[src/bli_pkg.sv]
// shared constants, codes and controller/datapath interface types for the interpolator
package bli_pkg;

  localparam int MAX_POINTS = 64;
  localparam int IDX_W      = $clog2(MAX_POINTS);
  localparam int CNT_W      = $clog2(MAX_POINTS + 1);
  localparam int DIV_STEPS  = 32;
  localparam int DIV_CNT_W  = $clog2(DIV_STEPS);
  localparam int CFG_IDX_W  = 1;

  localparam logic [1:0] OP_CLEAR     = 2'd0;
  localparam logic [1:0] OP_APPEND    = 2'd1;
  localparam int         OP_QUERY_BIT = 1;

  localparam logic [2:0] ST_INTERP  = 3'd0;
  localparam logic [2:0] ST_LOW     = 3'd1;
  localparam logic [2:0] ST_HIGH    = 3'd2;
  localparam logic [2:0] ST_DEFAULT = 3'd3;
  localparam logic [2:0] ST_STORED  = 3'd4;
  localparam logic [2:0] ST_FULL    = 3'd5;
  localparam logic [2:0] ST_CLEARED = 3'd6;

  localparam logic [CFG_IDX_W-1:0] CFG_TABLE_ENABLED = 1'b0;
  localparam logic [CFG_IDX_W-1:0] CFG_DEFAULT_VALUE = 1'b1;

  typedef enum logic [1:0] {
    RD_ZERO,
    RD_LAST,
    RD_NEXT
  } rd_sel_t;

  typedef enum logic [2:0] {
    RES_DEFAULT,
    RES_FIRST,
    RES_LAST_RD,
    RES_LAST_REG,
    RES_INTERP,
    RES_STORED,
    RES_FULL,
    RES_CLEARED
  } res_sel_t;

  typedef struct packed {
    logic     load_in;
    logic     write_entry;
    logic     clear_count;
    logic     rd_en;
    rd_sel_t  rd_sel;
    logic     idx_step;
    logic     cap_prev;
    logic     cap_last;
    logic     cap_seg;
    logic     calc_diff;
    logic     mul_start;
    logic     div_step;
    logic     res_load;
    res_sel_t res_sel;
    logic     out_load;
  } dp_cmd_t;

  typedef struct packed {
    logic [1:0] op;
    logic       tbl_ok;
    logic       full;
    logic       le_first;
    logic       ge_last;
    logic       seg_hit;
    logic       scan_end;
    logic       div_last;
    logic       out_free;
  } dp_sts_t;

endpackage

[src/bli_ctrl.sv]
// sequencing state machine for clear, append and query beats
module bli_ctrl (
  input  logic             clk,
  input  logic             rst,
  input  logic             s_axis_tvalid,
  output logic             s_axis_tready,
  input  bli_pkg::dp_sts_t sts,
  output bli_pkg::dp_cmd_t cmd
);
  import bli_pkg::*;

  typedef enum logic [3:0] {
    IDLE,
    DECODE,
    Q_FIRST,
    Q_LAST,
    Q_SCAN,
    Q_DIFF,
    Q_MUL,
    Q_DIV,
    Q_ADD,
    FINISH
  } state_t;

  state_t state;
  state_t state_next;

  assign s_axis_tready = (state == IDLE);

  always_comb begin
    cmd        = '0;
    cmd.rd_sel  = RD_ZERO;
    cmd.res_sel = RES_DEFAULT;
    state_next = state;
    case (state)
      IDLE: begin
        if (s_axis_tvalid) begin
          cmd.load_in = 1'b1;
          state_next  = DECODE;
        end
      end
      DECODE: begin
        if (sts.op[OP_QUERY_BIT]) begin
          if (!sts.tbl_ok) begin
            cmd.res_load = 1'b1;
            cmd.res_sel  = RES_DEFAULT;
            state_next   = FINISH;
          end else begin
            cmd.rd_en  = 1'b1;
            cmd.rd_sel = RD_ZERO;
            state_next = Q_FIRST;
          end
        end else if (sts.op == OP_APPEND) begin
          cmd.res_load = 1'b1;
          if (sts.full) begin
            cmd.res_sel = RES_FULL;
          end else begin
            cmd.write_entry = 1'b1;
            cmd.res_sel     = RES_STORED;
          end
          state_next = FINISH;
        end else begin
          cmd.clear_count = 1'b1;
          cmd.res_load    = 1'b1;
          cmd.res_sel     = RES_CLEARED;
          state_next      = FINISH;
        end
      end
      Q_FIRST: begin
        if (sts.le_first) begin
          cmd.res_load = 1'b1;
          cmd.res_sel  = RES_FIRST;
          state_next   = FINISH;
        end else begin
          cmd.cap_prev = 1'b1;
          cmd.rd_en    = 1'b1;
          cmd.rd_sel   = RD_LAST;
          state_next   = Q_LAST;
        end
      end
      Q_LAST: begin
        if (sts.ge_last) begin
          cmd.res_load = 1'b1;
          cmd.res_sel  = RES_LAST_RD;
          state_next   = FINISH;
        end else begin
          cmd.cap_last = 1'b1;
          cmd.rd_en    = 1'b1;
          cmd.rd_sel   = RD_NEXT;
          cmd.idx_step = 1'b1;
          state_next   = Q_SCAN;
        end
      end
      Q_SCAN: begin
        if (sts.seg_hit) begin
          cmd.cap_seg = 1'b1;
          state_next  = Q_DIFF;
        end else if (sts.scan_end) begin
          cmd.res_load = 1'b1;
          cmd.res_sel  = RES_LAST_REG;
          state_next   = FINISH;
        end else begin
          cmd.cap_prev = 1'b1;
          cmd.rd_en    = 1'b1;
          cmd.rd_sel   = RD_NEXT;
          cmd.idx_step = 1'b1;
        end
      end
      Q_DIFF: begin
        cmd.calc_diff = 1'b1;
        state_next    = Q_MUL;
      end
      Q_MUL: begin
        cmd.mul_start = 1'b1;
        state_next    = Q_DIV;
      end
      Q_DIV: begin
        cmd.div_step = 1'b1;
        if (sts.div_last) begin
          state_next = Q_ADD;
        end
      end
      Q_ADD: begin
        cmd.res_load = 1'b1;
        cmd.res_sel  = RES_INTERP;
        state_next   = FINISH;
      end
      FINISH: begin
        if (sts.out_free) begin
          cmd.out_load = 1'b1;
          state_next   = IDLE;
        end
      end
      default: begin
        state_next = IDLE;
      end
    endcase
  end

  always_ff @(posedge clk) begin
    if (rst) begin
      state <= IDLE;
    end else begin
      state <= state_next;
    end
  end

endmodule

[config.mk]
export PLATFORM = sky130hd
export DESIGN_NAME = bli_ctrl
export DESIGN_NICKNAME = d
export VERILOG_FILES = /design/src/bli_pkg.sv /design/src/bli_ctrl.sv
export SDC_FILE = /design/constraint.sdc
export NUM_CORES = 1
export LEC_CHECK = 0
export BUFFER_PORTS_ARGS = -buffer_cell sky130_fd_sc_hd__buf_2
export CAP_MARGIN = 20
export CORE_AREA = 3 3 40 42
export DETAILED_ROUTE_END_ITERATION = 8
export DIE_AREA = 0 0 43 45
export GPL_ROUTABILITY_DRIVEN = 0
export PLACE_DENSITY = 0.8
export SLEW_MARGIN = 10
export SYNTH_ARGS = -nofsm -noshare
export SYNTH_HDL_FRONTEND = slang
export SYNTH_SLANG_ARGS = --single-unit
export TNS_END_PERCENT = 5
[constraint.sdc]
create_clock -name clk -period 2.9 [get_ports clk]
set_clock_uncertainty 0.1 [all_clocks]
set_input_delay 0.435 -clock clk [delete_from_list [all_inputs] [get_ports clk]]
set_output_delay 0.435 -clock clk [all_outputs]
set_load 0.01 [all_outputs]
==> metrics.md <==
| Metric | Value |
|---|---|
| Crit share post-route | between 80% and 90% |
| CTS tree | done |
| Vias in the first global route | 630 |
| Starting Density | between 40% and 50% |
| Synth Warn # | 0 |
| Worst setup EP type | output port |
| Worst Max-Slew Pin Slew | slightly above 600 ps |
| Comb power frac | 42.7% |
| Worst Path Arrival | about 1900 ps |
| Slew headroom | between 50% and 60% |
| Rows | 13 |
| Clk buf depth | 2 |
| Met3 usage | around 4% |
| Post-CTS setup buffers | 0 |
| Family with the most delay on the worst path | simple AND/OR/NAND/NOR gates |
| Crit path buf inv count | 1 |
| Setup WS pre-CTS | 760.8 ps |
| Die H | ~45 um |
| Worst-skew pair later-pin latency | ~250 ps |
| CP max stage delay | ~710 ps |
| Worst VDD drop | ~0.13 mV |
| Setup Crit Path Kind | reg2out |
| Full die area | approximately 1900 um^2 |
| Reg power frac | about 30% |
| Largest regs | state x4 |
| Final ANT Viol Nets | 0 |
| WL final | approximately 1.7 mm |
| H-tree levels | 1 |
| Startpoint types | flip-flop |
| Vias | between 700 and 800 |
| Largest net degree at the start of global routing | 23 |
| Avg Cell Area, Syn | 6.946 um^2 |
| CTS Hold Bufs | 0 |
| Nets | 130 |
| Clock-pin slew on the worst setup and hold paths | ~40 ps |
| Total core area | 1285 um^2 |
| Biggest register | state |
| Syn_nets | 100 |
| Die Wd | about 43 um |
| Post-route setup TNS | 0 ps |
| Post-synthesis sequential area ratio | a little over an eighth |
| Worst hold path type | in2reg |
| FFs w/ async S/R, synth | 0% |
| # setup viols final | 0 |
| Final Hold Fails | 0 |
| Post-DR wirelength/cell | approximately 13 um |
| Post-synth top area cell | dfxtp_1 |
| Synthesized instance count | a little under 90 |
| Total net switching power | about 0.00011 W |
| Pint | 0.0001624 W |
| Post-synth EDFFs | 0 |
| CTS Buf Count | 3 |
| Count of cell types in the netlist | 42 |
| Met1 GRT Util | a little over a fifth |
| Initial antenna violation count | 0 |
| Unrepaired setup endpoints after global routing | false |
| Clock group share of total power | about 27% |
| CP most frequent cell | nand2b_1 |
| Port bufs | 31 |
| Total power per unit cell area | between 300 and 400 nW/um^2 |
| First-pass GRT wire length | roughly 2.6 mm |
| Post-DP HPWL | 1.238 mm |
| I/O Pins | 32 |
| Crit path cell chain | or2b_1 -> nor3_2 -> nand2b_1 -> nand2b_1 -> buf_2 |
| Clk root buf | clkbuf_4 |
| Met2 Usage GRT | 30.24% |
| Worst path required time | ~2400 ps |
| CP max FO | 22 |
| Routed vias/inst | slightly below 6 |
| CP max stage cell | dfxtp_1 |
| GRT Total Usage | 17.69% |
| N_diodes | 0 |
| Final max-slew violation count | 0 |
| Post-synth top area share | a little over an eighth |
| Netlist Area Pre-Place | slightly above 600 um^2 |
| DRT iter0 DRCs | 17 |
| Max reg flops | 4 |
| Layout cell share with drive strength beyond 1 | ~36% |
| # resized after CTS | 0 |
| Sw Share | between 30% and 40% |
| CTS sink count | 4 |
| Layout fillers | about 140 |
| Area contributors post-synth | dfxtp_1 13%, nand2b_1 7.2%, nor2_1 6.2% |
| Outcome | finished clean |
| Grt ovf | 0 |
| Fmax | 0.4172 GHz |
| Grt peak-use layer | met2 |
| Pre-antenna DRT Iters | 4 |
| Leakage dissipation | 0.3584 nW |
| Number of synthesized register bits | 4 |
| Post-layout minimum cycle time | around 2400 ps |
| Ys flop type | dfxtp_1 |
| Slack of the critical path | between 500 and 600 ps |
| Area growth from synthesis to layout | 27.12% |
| Drt drc | 0 |
| Max-cap viol count | 0 |
cell type report:
class                      count  area [um^2]  share of cell area (%)
sequential                     4        80.08                   10.42
multi-input combinational     75        480.5                   62.54
timing repair buffer          32        162.7                   21.17
inverter                       1        3.754                  0.4886
tap                           15        18.77                   2.443
clock buffer                   3        22.52                   2.932
routing by layer:
layer	part of all wire (%)	wire length, um
met5	0	0
met4	1.6	27
met3	7.3	122
met2	46	768
met1	45	743
worst register-to-register path, stage by stage, from the launching register on:
cell	delay (ps)
dfxtp_1	640
buf_4	270
nor4_1	70
o21ai_1	310
a21oi_1	120
a311oi_1	240
logic make-up after synthesis:
group	after synthesis	share of synthesized area [%]
and+or+nand+nor	51	50.11
AOI/OAI and AO/OA	23	27.74
buffers and inverters	8	7.244
DFF	4	13.25
muxes	1	1.656
Yosys cell counts (all sizes together), types with 2 or more instances:
cell type  number
nor2           10
nand2b          7
buf             6
nand2           6
nand3           6
o21ai           5
a21oi           4
dfxtp           4
nor4            4
nor2b           3
nor3            3
a31oi           2
and2            2
nand3b          2
o211ai          2
or3             2
power by group through the flow:
stage	Clock (W)	Sequential [W]	Combinational (W)
detailed placement	0	0.0000808	0.000115
global route	0.0000758	0.0000830	0.000128
floorplan	0	0.0000644	0.0000941
finish	0.0000737	0.0000803	0.000115
CTS	0.0000748	0.0000800	0.000116
global placement	0	0.0000803	0.000113
per-stage QoR:
stage	util [%]	instances	instance area (um^2)	total power, W	hold WS, ps
finish	59.79	130	768.2	0.0002690	317.1
global route	59.79	130	768.2	0.0002871	344.5
CTS	59.79	130	768.2	0.0002705	312.7
detailed placement	58.03	127	745.7	0.0001956	564.5
global placement	58.03	127	745.7	0.0001938	566.7
floorplan	-	87	604.3	0.0001585	404.1
path summary, 6_finish.rpt:
kind,end,cells after the start,from,slack (ps)
worst max-delay path,cmd[14],5,state[1],500
worst min register to register,state[0],2,state[0],670
worst min-delay path,state[1],2,rst,320
worst max register to register,state[0],5,state[0],1070
cells in the final DEF (no fill, tap or decap), types with 3 or more instances in the layout:
cell and n:
nand3_1 6, clkbuf_4 3, nor2b_1 3, o21ai_1 3, nand2b_1 7, buf_2 31
nand2_1 6, nor2_1 10, nor4_1 3, a21oi_1 4, dfxtp_1 4
No activity file was read; power rests on OpenSTA's default activity.
